File: config.mk
export PLATFORM = sky130hd
export DESIGN_NAME = fpm_div
export DESIGN_NICKNAME = d
export VERILOG_FILES = /design/src/design/fpm_pkg.sv /design/src/design/fpm_div.sv
export SDC_FILE = /design/constraint.sdc
export NUM_CORES = 1
export LEC_CHECK = 0
export BUFFER_PORTS_ARGS = -buffer_cell sky130_fd_sc_hd__buf_2
export CAP_MARGIN = 10
export CORE_ASPECT_RATIO = 1.1
export CORE_MARGIN = 2
export CORE_UTILIZATION = 59
export CTS_CLUSTER_SIZE = 20
export DETAILED_ROUTE_END_ITERATION = 16
export GPL_TIMING_DRIVEN = 0
export PLACE_DENSITY = 0.9
export RECOVER_POWER = 100
export SLEW_MARGIN = 10
export SYNTH_ARGS = -nofsm -noshare
export SYNTH_HDL_FRONTEND = slang
export SYNTH_SLANG_ARGS = --single-unit
File: constraint.sdc
create_clock -name clock -period 7.2 [get_ports clock]
set_input_delay 0.36 -clock clock [delete_from_list [all_inputs] [get_ports clock]]
set_output_delay 0.36 -clock clock [all_outputs]
set_load 0.02 [all_outputs]
File: src/design/fpm_pkg.sv
// ----------------------------------------------------------------------------
// Frame period monitor package
// Transaction types, register indexes and fixed constants shared by the
// frame period histogram monitor and its divider.
// ----------------------------------------------------------------------------
package fpm_pkg;

   localparam int TIME_W     = 64;
   localparam int COUNT_W    = 32;
   localparam int FIELD_W    = 10;
   localparam int CSR_DATA_W = 16;
   localparam int MIN_PEAK_W = 16;
   localparam int GAP_LIM_W  = 12;
   localparam int REM_W      = 20;

   localparam logic [TIME_W-1:0]     ROUND_NS  = 64'd500000;
   localparam logic [REM_W-1:0]      NS_PER_MS = 20'd1000000;
   localparam logic [COUNT_W-1:0]    COUNT_MAX = 32'hFFFF_FFFF;
   localparam logic [MIN_PEAK_W-1:0] MIN_PEAK_RESET  = 16'd100;
   localparam logic [GAP_LIM_W-1:0]  GAP_LIMIT_RESET = 12'd200;

   // one million = 2^6 * 15625; exact reciprocal of 15625 for operands below 2^30
   localparam int PRE_SHIFT   = 6;
   localparam int RECIP_IN_W  = 30;
   localparam int RECIP_W     = 31;
   localparam int RECIP_SHIFT = 44;
   localparam logic [RECIP_W-1:0] RECIP_15625 = 31'd1125899907;

   localparam logic FUNC_EVENT = 1'b0;
   localparam logic FUNC_CLEAR = 1'b1;

   localparam logic CSR_MIN_PEAK_COUNT  = 1'b0;
   localparam logic CSR_EMPTY_GAP_LIMIT = 1'b1;

   typedef struct packed {
      logic              func;
      logic [TIME_W-1:0] event_time;
   } fpm_req_type;

   typedef struct packed {
      logic [FIELD_W-1:0] period_ms;
      logic [FIELD_W-1:0] peak_bin;
      logic [COUNT_W-1:0] peak_count;
      logic               period_valid;
      logic               exceptional;
   } fpm_rsp_type;

endpackage

File: src/design/fpm_div.sv
// ----------------------------------------------------------------------------
// Period divider
// Divides a 64-bit nanosecond count by one million: a compare flags quotients
// above QUOT_W bits, a shift by six and a reciprocal multiply by 1/15625 give
// the quotient. The dividend is registered on start; product and done follow it.
// ----------------------------------------------------------------------------
module fpm_div
   import fpm_pkg::*;
#(
   parameter int QUOT_W = 10
) (
   input  logic              clock,
   input  logic              reset,
   input  logic              start,
   input  logic [TIME_W-1:0] dividend,
   output logic              done,
   output logic [QUOT_W-1:0] quotient,
   output logic              overflow
);

   localparam int PROD_W = RECIP_IN_W + RECIP_W;
   localparam logic [TIME_W-1:0] OVF_LIMIT = (TIME_W'(1) << QUOT_W) * TIME_W'(NS_PER_MS);

   logic              load_ff,  load_in;
   logic              done_ff,  done_in;
   logic [TIME_W-1:0] dvd_ff,   dvd_in;
   logic [PROD_W-1:0] prod_ff,  prod_in;
   logic              ovf_ff,   ovf_in;

   always_comb begin
      load_in = start;
      done_in = load_ff;
      dvd_in  = start ? dividend : dvd_ff;
      prod_in = prod_ff;
      ovf_in  = ovf_ff;
      if (load_ff) begin
         prod_in = PROD_W'(dvd_ff[PRE_SHIFT +: RECIP_IN_W]) * PROD_W'(RECIP_15625);
         ovf_in  = (dvd_ff >= OVF_LIMIT);
      end
   end

   always_ff @(posedge clock) begin
      if (reset) begin
         load_ff <= 1'b0;
         done_ff <= 1'b0;
      end else begin
         load_ff <= load_in;
         done_ff <= done_in;
      end
      dvd_ff  <= dvd_in;
      prod_ff <= prod_in;
      ovf_ff  <= ovf_in;
   end

   assign done     = done_ff;
   assign quotient = prod_ff[RECIP_SHIFT +: QUOT_W];
   assign overflow = ovf_ff;

endmodule

# Word-level counts from Yosys, hierarchy flattened
# Index checks and enable logic that the tools add are counted.
dict set report op_classes {
  muxes 0
  eq_ne 0
  shift 0
  multipliers 1
  n_reduce_logical 0
  add_sub_neg 0
  bitwise 0
  div_mod_pow 0
  magnitude_cmp 1
}
# cell n
set op_table {}
lappend op_table {{$ge A64 B30 Y1 const B} 1}
lappend op_table {{$mul A30 B31 Y54 const B} 1}
dict set report totals {
  ramBits 0
  mem_bits_ro 0
  register_bits 121
  word_cells 7
  latchBits 0
  memories 0
  input_bits 67
  out_inout_bits 12
}

# Depth between registers and ports, before layout
# Gate-level depths: netlist (run 1).
dict set report logic_depth {
  word_depth 1
  mapped_depth 25
  depth_no_buf 25
}

# Worst setup path after synthesis (run 1)
# Ideal clock, no wire load.
dict set report synth_timing {
  path_kind {reg2reg}
  startpoint {register dvd_ff[10]}
  endpoint {register prod_ff[50] (data pin)}
  arrival_time_ns 6.457
  setup_ns 0.265
  period_less_slack_ns 6.722
  required_ns 6.935
  path_buffers 0
  stages_incl_launch_ff 24
  setup_slack_ns 0.478
  path_cell_list {edfxtp_1 > inv_1 > fa_1 > inv_1 > fa_1 > inv_1 > fa_1 > fa_1 > inv_1 > fa_1 > fa_1 > fa_1 > inv_1 > fa_1 > inv_1 > ha_1 > a21oi_1 > o21bai_1 > a21oi_1 > o21ai_0 > a221o_1 > a211oi_2 > o21ai_0 > xor2_1}
}
dict set report synth_via {
  elab_chain_cells 1
}
# item line_no
set synth_rtl {}
lappend synth_rtl {{from (decl)} fpm_div.sv:26} ;# logic [TIME_W-1:0] dvd_ff, dvd_in;
lappend synth_rtl {{from (signal assigned)} fpm_div.sv:50} ;# dvd_ff <= dvd_in;
lappend synth_rtl {{$mul A30 B31 Y54} fpm_div.sv:37} ;# prod_in = PROD_W'(dvd_ff[PRE_SHIFT +: RECIP_IN_W]) * PROD_W'(RECIP_15625);
lappend synth_rtl {{to (signal assigned)} fpm_div.sv:51} ;# prod_ff <= prod_in;
lappend synth_rtl {{to (decl)} fpm_div.sv:27} ;# logic [PROD_W-1:0] prod_ff, prod_in;
# No other way between the ends.
# A chain may end at the register's enable or synchronous reset.

# Worst setup path in the final report (run 1)
dict set report layout_timing {
  startpoint {register dvd_ff[19]}
  endpoint {register prod_ff[46] (data pin)}
}
# The elaborated chain is that of the path after synthesis.

==> metrics.cfg, run 1 <==
[cts]
clock_latency_ns = 0.37
cts_sinks = 77
clkTransAtPathRegs_ns = 0.07
clockRootBuffer = clkbuf_16
cts_hold_buf = 0
htreeDepth = 3
cts_buffers = 9
cts_buffer_depth = 2
cts_tree = built

[synth]
async_reset_ff_share_pct = 0
ys_ff_latch = 77
yosys.area.top_type = fa_1
yosysUniqueCellTypes = 59
synthesis.nets = 2084
synth_edf_count = 75
netlist_area_um2 = 15600
synth_most_common_cell = inv_1
syn_area_per_cell_um2 = 11.2
synth.top_cells.by_area = fa_1 40%, ha_1 24%, edfxtp_1 14%
synthCells = 1403
synth_top_cell_area_share_pct = 39.7
yosysWarnings = 0
ys_top_cells_by_count = 476 x inv_1, 310 x fa_1, 304 x ha_1
synthFlopType = edfxtp_1
yosysSeqAreaShare_pct = 14.7

[sta]
postLayoutSetupSlackWorst_ns = 0.0708
fmax_ghz = 0.140
min_period_over_period_pct = 99.0
rsz0062_at_grt = true
hold_slack_ns = 0.153
fin_crit_ns = 7.13
finalHoldViolCount = 0
max_slew_margin_pct = -153
fin_skew_ns = 0.00973
setup_viol = 0
fin_tns_setup_ns = 0
slew_violations = 66
worst_pin_slew_ns = 3.79

[finish]
fillers = 1811
antennaDiodeCount = 0
synthToLayoutAreaGrowth_pct = 12.3
drive_gt1_share_pct = 14.0
nNetsFinal = 2231

[placed_design]
pre_cts_ws_ns = -0.386
finalWeightedCongestion = 0.966
portBuffers = 78
dp_hpwl_um = 34400

[critical_path]
crit_path_end_kind = flop
worstPathRequired_ns = 7.30
worstPathCellList = inv_2 -> ha_1 -> fa_1 -> fa_1 -> inv_1 -> fa_2 -> inv_1 -> fa_1 -> inv_2 -> fa_1 -> fa_2 -> inv_2 -> fa_1 -> inv_1 -> ha_4 -> nand4_1 -> nor4_4 -> buf_4 -> nand3_1 -> nor2_1 -> a211oi_1 -> o41ai_1 -> xor2_1
crit_type = reg2reg
regToRegStartpoint = dvd_ff[19]
cp_max_fo = 6
startpoint_type = flop
max_stage_delay_ns = 0.64
startpoint = dvd_ff[19]
worstPathArrival_ns = 7.23
crit_top_cell = fa_1
slowest_stage = fa_2

[grt]
grt_overflow = 0
grt_max_degree = 66
grt_usage_pct = 30.9
grt_pass1_wl_um = 64000
antenna_found_initial = 0
grt_pass1_vias = 11600

[run]
cap_violations = 1

[die]
start_util_pct = 60.0
dieArea_um2 = 27800
die_w_um = 159
rows = 62
chipHeight_um = 175
core_region_area_um2 = 26100
pin_count = 79

[worst_hold_path]
hp-class = in2reg
hold_start = reset

[detailed_routing]
dr.pass1.iters = 7
initialDrtViolationCount = 714
wl_per_cell_um = 21.6
drt-vias-per-instance = 5.57
num_vias = 10600
drc = 0
wl_um = 41200
ant_nets = 0

[outcome]
status = complete, but fails checks
violations = capacitance limit, slew limit

[stage by stage]
step	std cells	utilization [%]	instance area, µm²
3_5_place_dp	1833	63.2	16500
2_1_floorplan	1403	-	15600
6_report	1907	67.4	17600
3_3_place_gp	1833	63.2	16500
5_1_grt	1907	67.4	17600
4_1_cts	1880	65.6	17100
[critical path, delay by kind of cell, from the launching register on]
kind	cells	cell delay, ns
buffers and inverters	7	0.60
adder cells (fa/ha/maj)	9	4.30
AND/OR/NAND/NOR	4	0.74
AO/OA/AOI/OAI	2	0.48
flip-flops	1	0.59
XOR/XNOR	1	0.14
[layout by cell type, fill, tap and decap left out, drive strengths merged, types with 2 or more instances in the layout]
master / n
inv: 480
fa: 310
ha: 304
buf: 122
edfxtp: 75
a21oi: 42
clkbuf: 25
a21o: 19
o21ai: 19
nor2: 16
nand4: 16
nand3: 15
nand2: 14
xnor2: 11
nor3: 8
nor4: 8
or2: 5
o21bai: 5
xor2: 5
a211oi: 5
nor2b: 4
a2111oi: 4
o221a: 3
o211ai: 3
a31oi: 2
o21a: 2
nor3b: 2
and4b: 2
nand2b: 2
nor4b: 2
bufinv: 2
dfxtp: 2
and2: 2
a41oi: 2
[logic make-up (layout without fill, tap and decap cells)]
group / Yosys count / count (layout) / share of synthesized area, %
adders and majority gates: 614 / 614 / 64.0
DFF: 77 / 77 / 14.7
AOI/OAI and AO/OA: 116 / 116 / 5.00
buffers and inverters: 478 / 630 / 11.5
xor gates and xnor gates: 16 / 16 / 0.896
and+or+nand+nor: 102 / 102 / 3.97
[repair_timing]
item                       4_1_cts  5_1_grt
buffers inserted                31       27
resized for setup               10       62
gates cloned                     0        0
pin swaps                        8       32
setup endpoints to repair       10       10
[final timing paths]
kind	to	slack, ns	cells past startpoint
worst max-delay path	prod_ff[46]	0.07	23
worst min-delay path	done_in	0.15	2
worst max register to register	prod_ff[46]	0.07	23
worst min register to register	overflow	0.66	4
[layout make-up]
cell class	count	area (µm²)	share of cell area, %
Inverter	476	1790	10.2
Clock inverter	7	114	0.648
Sequential cell	77	2290	13.0
Timing Repair Buffer	136	826	4.70
Buffer	2	15.0	0.0854
Tap cell	352	440	2.51
Clock buffer	9	225	1.28
Multi-Input combinational cell	848	11900	67.6
[flip-flops by register name, indices dropped and copies added, names as in the netlist]
register / cells
done_in: 1
dvd_ff: 64
done: 1
overflow: 1
prod_ff: 10
[per-layer routing]
| metal | track usage, % | vias to the layer above | share of wire, % |
|---|---|---|---|
| met4 | 14.0 | 0 | 5.1 |
| li1 | - | 4664 | - |
| met3 | 6.27 | 126 | 8.3 |
| met2 | 51.0 | 518 | 48 |
| met1 | 39.7 | 5313 | 38 |
| met5 | 0 | - | 0 |
Power of run 1 is left out: the tool's default activity adds up to more than one toggle a clock period on the data nets, which glitch-free logic cannot reach.
==> inputs of run 2 (changes only) <==
Settings changed: RECOVER_POWER 100 to 50.
==> run 2 against run 1 <==
Effect of this change: the run still ends with capacitance limit, slew limit left; cell count unchanged; routed wire length about the same; sequential share of layout area about the same; clock skew up 0.00084 ns; register-to-register slack about the same; cell area up 0.16%; critical endpoint is now prod_ff[53]; first-iteration DRC count up 8.1%; maximum frequency about the same; utilization up 0.11 points; highest routed layer unchanged; global-route usage unchanged; critical path depth up 2; die area unchanged.
==> metrics.cfg, run 2 (same netlist as run 1, synthesis figures left out) <==
[detailed_routing]
drt-vias-per-instance = 5.57
wl_um = 41200
ant_nets = 0
dr.pass1.iters = 7
wl_per_cell_um = 21.6
initialDrtViolationCount = 772
num_vias = 10600
drc = 0

[critical_path]
crit_type = reg2reg
reg2reg_slack_ns = 0.07
cp_num_buf_inv = 8
worstPathArrival_ns = 7.25
startpoint_type = flop
worstPathRequired_ns = 7.32
slowest_stage = fa_2
cp_max_fo = 6
worstRegToRegCells = 25
regToRegStartpoint = dvd_ff[19]
crit_top_cell = fa_1
timing.rr.end = prod_ff[53]
max_stage_delay_ns = 0.64
crit_path_end_kind = flop
crit_family = adder cells

[sta]
min_period_over_period_pct = 99.1
max_slew_margin_pct = -154
rsz0062_at_grt = true
fin_crit_ns = 7.13
fmax_ghz = 0.140
fin_skew_ns = 0.0106
setup_viol = 0
finalHoldViolCount = 0
slew_violations = 66
worst_pin_slew_ns = 3.81

[finish]
fillers = 1804
layout_common_cells = 466 x inv_1, 296 x fa_1, 285 x ha_1
antennaDiodeCount = 0
layout_commonest_cell = inv_1
drive_gt1_share_pct = 14.9
synthToLayoutAreaGrowth_pct = 12.5
nNetsFinal = 2231
largest_reg_flops = 64
largestRegisters = dvd_ff: 64 flops, prod_ff: 10 flops
largest_register = dvd_ff
fin_util_pct = 67.5

[grt]
grt_max_degree = 66
antenna_found_initial = 0
grt_pass1_wl_um = 64000
grt_overflow = 0
grt_usage_pct = 30.9
grt_pass1_vias = 11600

[die]
rows = 62
chipHeight_um = 175
start_util_pct = 60.0
core_region_area_um2 = 26100
pin_count = 79
die_w_um = 159
dieArea_um2 = 27800

[worst_hold_path]
hold_start = reset
hp-class = in2reg
hold_end = done_in
hold_path_depth = 2

[cts]
cts_sinks = 77
clock_latency_ns = 0.37
cts_tree = built
clkTransAtPathRegs_ns = 0.07
htreeDepth = 3
clockRootBuffer = clkbuf_16
cts_buffer_depth = 2
cts_buffers = 9

[run]
cap_violations = 1

[outcome]
violations = capacitance limit, slew limit
status = complete, but fails checks

[placed_design]
dp_hpwl_um = 34400
portBuffers = 78
finalWeightedCongestion = 0.966

run 2: worst register-to-register path: cells and delay by family, from the launching register on:
| kind | cells | cell delay, ns |
|---|---|---|
| buffers and inverters | 8 | 0.77 |
| AO/OA/AOI/OAI | 4 | 0.45 |
| flip-flops | 1 | 0.60 |
| adder cells (fa/ha/maj) | 9 | 4.31 |
| AND/OR/NAND/NOR | 3 | 0.64 |
| XOR/XNOR | 1 | 0.12 |
run 2: worst max path at each step:
stage	from	to	slack, ns	depth (start not counted)
floorplan	dvd_ff[10]	prod_ff[50]	0.48	23
global placement	dvd_ff[10]	prod_ff[50]	-0.29	23
global route	dvd_ff[25]	prod_ff[53]	-0.13	21
detailed placement	dvd_ff[9]	prod_ff[50]	-0.39	23
finish	dvd_ff[19]	prod_ff[53]	0.07	25
CTS	dvd_ff[10]	prod_ff[49]	0.0008	23
run 2: final cells by class:
type	instances	area [µm²]	area share, %
timing repair buffer	136	851	4.83
sequential	77	2290	13.0
buffer	2	15.0	0.0853
clock inverter	7	114	0.647
multi-input combinational	848	11900	67.5
clock buffer	9	225	1.28
inverter	476	1790	10.2
tap	352	440	2.50
run 2: timing repair:
item                                    CTS  global route
endpoints found under the setup margin   10            10
pin swaps                                 8            32
hold buffers                              0             0
gates resized for setup                  10            62
buffers inserted                         31            27
run 2: per-stage QoR:
stage | setup TNS (ns) | hold WS, ns | worst slack (ns) | cells | area (µm²)
floorplan | 0 | 0.432 | 0.478 | 1403 | 15600
global route | -0.475 | 0.156 | -0.132 | 1907 | 17600
CTS | 0 | 0.158 | 0.000784 | 1880 | 17100
finish | 0 | 0.154 | 0.0665 | 1907 | 17600
global placement | -1.35 | 0.530 | -0.290 | 1833 | 16500
detailed placement | -2.21 | 0.538 | -0.386 | 1833 | 16500
run 2: metal layers:
metal	global-route usage, %	vias to the layer above	part of all wire (%)
li1	-	4662	-
met5	0	-	0
met3	6.27	118	8.1
met1	39.7	5347	39
met4	14.0	0	5.1
met2	51.0	492	48
Power of run 2 is left out for the same reason.
==> inputs of run 3 (changes only) <==
Settings changed: SETUP_SLACK_MARGIN set to 0.2.
==> run 3 against run 2 <==
Effect of this change: the flow still finishes with violations (capacitance limit, slew limit); sequential share of layout area decreased by 0.12 points; maximum frequency up 1.7%; hold slack gained 0.0053 ns; die area is the same; utilization up 0.62 points.
==> metrics.cfg, run 3 (same netlist as run 1, synthesis figures left out) <==
[outcome]
status = complete, but fails checks
violations = capacitance limit, slew limit

[die]
dieArea_um2 = 27800
pin_count = 79
rows = 62
die_w_um = 159
start_util_pct = 60.0
core_region_area_um2 = 26100
chipHeight_um = 175

[sta]
max_slew_margin_pct = -152
slew_violations = 66
rsz0062_at_grt = true
fmax_ghz = 0.143
finalHoldViolCount = 0
worst_pin_slew_ns = 3.79
setup_viol = 0
fin_skew_ns = 0.00834
fin_crit_ns = 7.02
min_period_over_period_pct = 97.4

[grt]
grt_max_degree = 66
grt_pass1_vias = 11900
grt_overflow = 0
grt_usage_pct = 31.7
grt_pass1_wl_um = 65800
antenna_found_initial = 2

[critical_path]
worstPathRequired_ns = 7.31
startpoint_type = flop
cp_max_fo = 4
cp_num_buf_inv = 9
regToRegStartpoint = dvd_ff[13]
crit_type = reg2reg
slowest_stage = fa_2
startpoint = dvd_ff[13]
worstPathArrival_ns = 7.13
worstRegToRegCells = 26
crit_top_cell = inv_2
crit_path_end_kind = flop
max_stage_delay_ns = 0.61
worst-path-stages = 26
crit_family = adder cells

[cts]
clkTransAtPathRegs_ns = 0.07
cts_buffer_depth = 2
cts_buffers = 9
clock_latency_ns = 0.36
cts_sinks = 77
clockRootBuffer = clkbuf_16
cts_tree = built
htreeDepth = 3

[finish]
largest_register = dvd_ff
largest_reg_flops = 64
layout_common_cells = 460 x inv_1, 290 x fa_1, 279 x ha_1
nNetsFinal = 2240
synthToLayoutAreaGrowth_pct = 13.5
layout_commonest_cell = inv_1
finalNonFillerCells = 1917
fin_util_pct = 68.2
drive_gt1_share_pct = 16.9
largestRegisters = dvd_ff: 64 flops, prod_ff: 10 flops

[worst_hold_path]
hold_start = reset
hold_path_depth = 2
hp-class = in2reg

[detailed_routing]
ant_nets = 0
num_vias = 10700
dr.pass1.iters = 5
drt-vias-per-instance = 5.59
initialDrtViolationCount = 857
drc = 0
wl_um = 41600
wl_per_cell_um = 21.7

[placed_design]
finalWeightedCongestion = 0.966
dp_hpwl_um = 34400
portBuffers = 78
dp.cells = 1833

[run]
cap_violations = 1

## run 3: final cells by class
cell class / instances / area (µm²)
multi-input combinational: 848 / 12000
fill: 1775 / 8300
sequential: 77 / 2290
inverter: 476 / 1790
timing repair buffer: 145 / 920
tap: 352 / 440
clock buffer: 9 / 225
clock inverter: 7 / 114
buffer: 2 / 15.0
antenna: 1 / 2.50
## run 3: final timing paths
path	end	slack, ns
max	prod_ff[53]	0.18
min	done_in	0.16
max reg2reg	prod_ff[53]	0.18
min reg2reg	overflow	0.65
## run 3: metal layers
layer / vias to the layer above / wire, µm / track usage, %
met2: 507 / 20300 / 52.7
met5: - / 8 / 0
met1: 5406 / 15800 / 40.7
li1: 4685 / - / -
met4: 2 / 2090 / 14.4
met3: 120 / 3430 / 6.24
## run 3: repair_timing
action | in CTS | in global routing
hold buffers | 0 | 0
pin swaps | 35 | 46
buffers inserted | 51 | 16
gates resized for setup | 52 | 44
setup endpoints to repair | 10 | 10
gates cloned | 0 | 0
## run 3: per-stage QoR
step | setup WS (ns) | cell area (µm²) | hold slack [ns] | TNS [ns]
after floorplan | 0.478 | 15600 | 0.432 | 0
after global placement | -0.290 | 16500 | 0.530 | -1.35
after detailed placement | -0.386 | 16500 | 0.538 | -2.21
after CTS | 0.176 | 17500 | 0.158 | 0
after global routing | -0.0279 | 17800 | 0.157 | -0.0349
final | 0.185 | 17800 | 0.159 | 0
Power of run 3 is left out for the same reason.
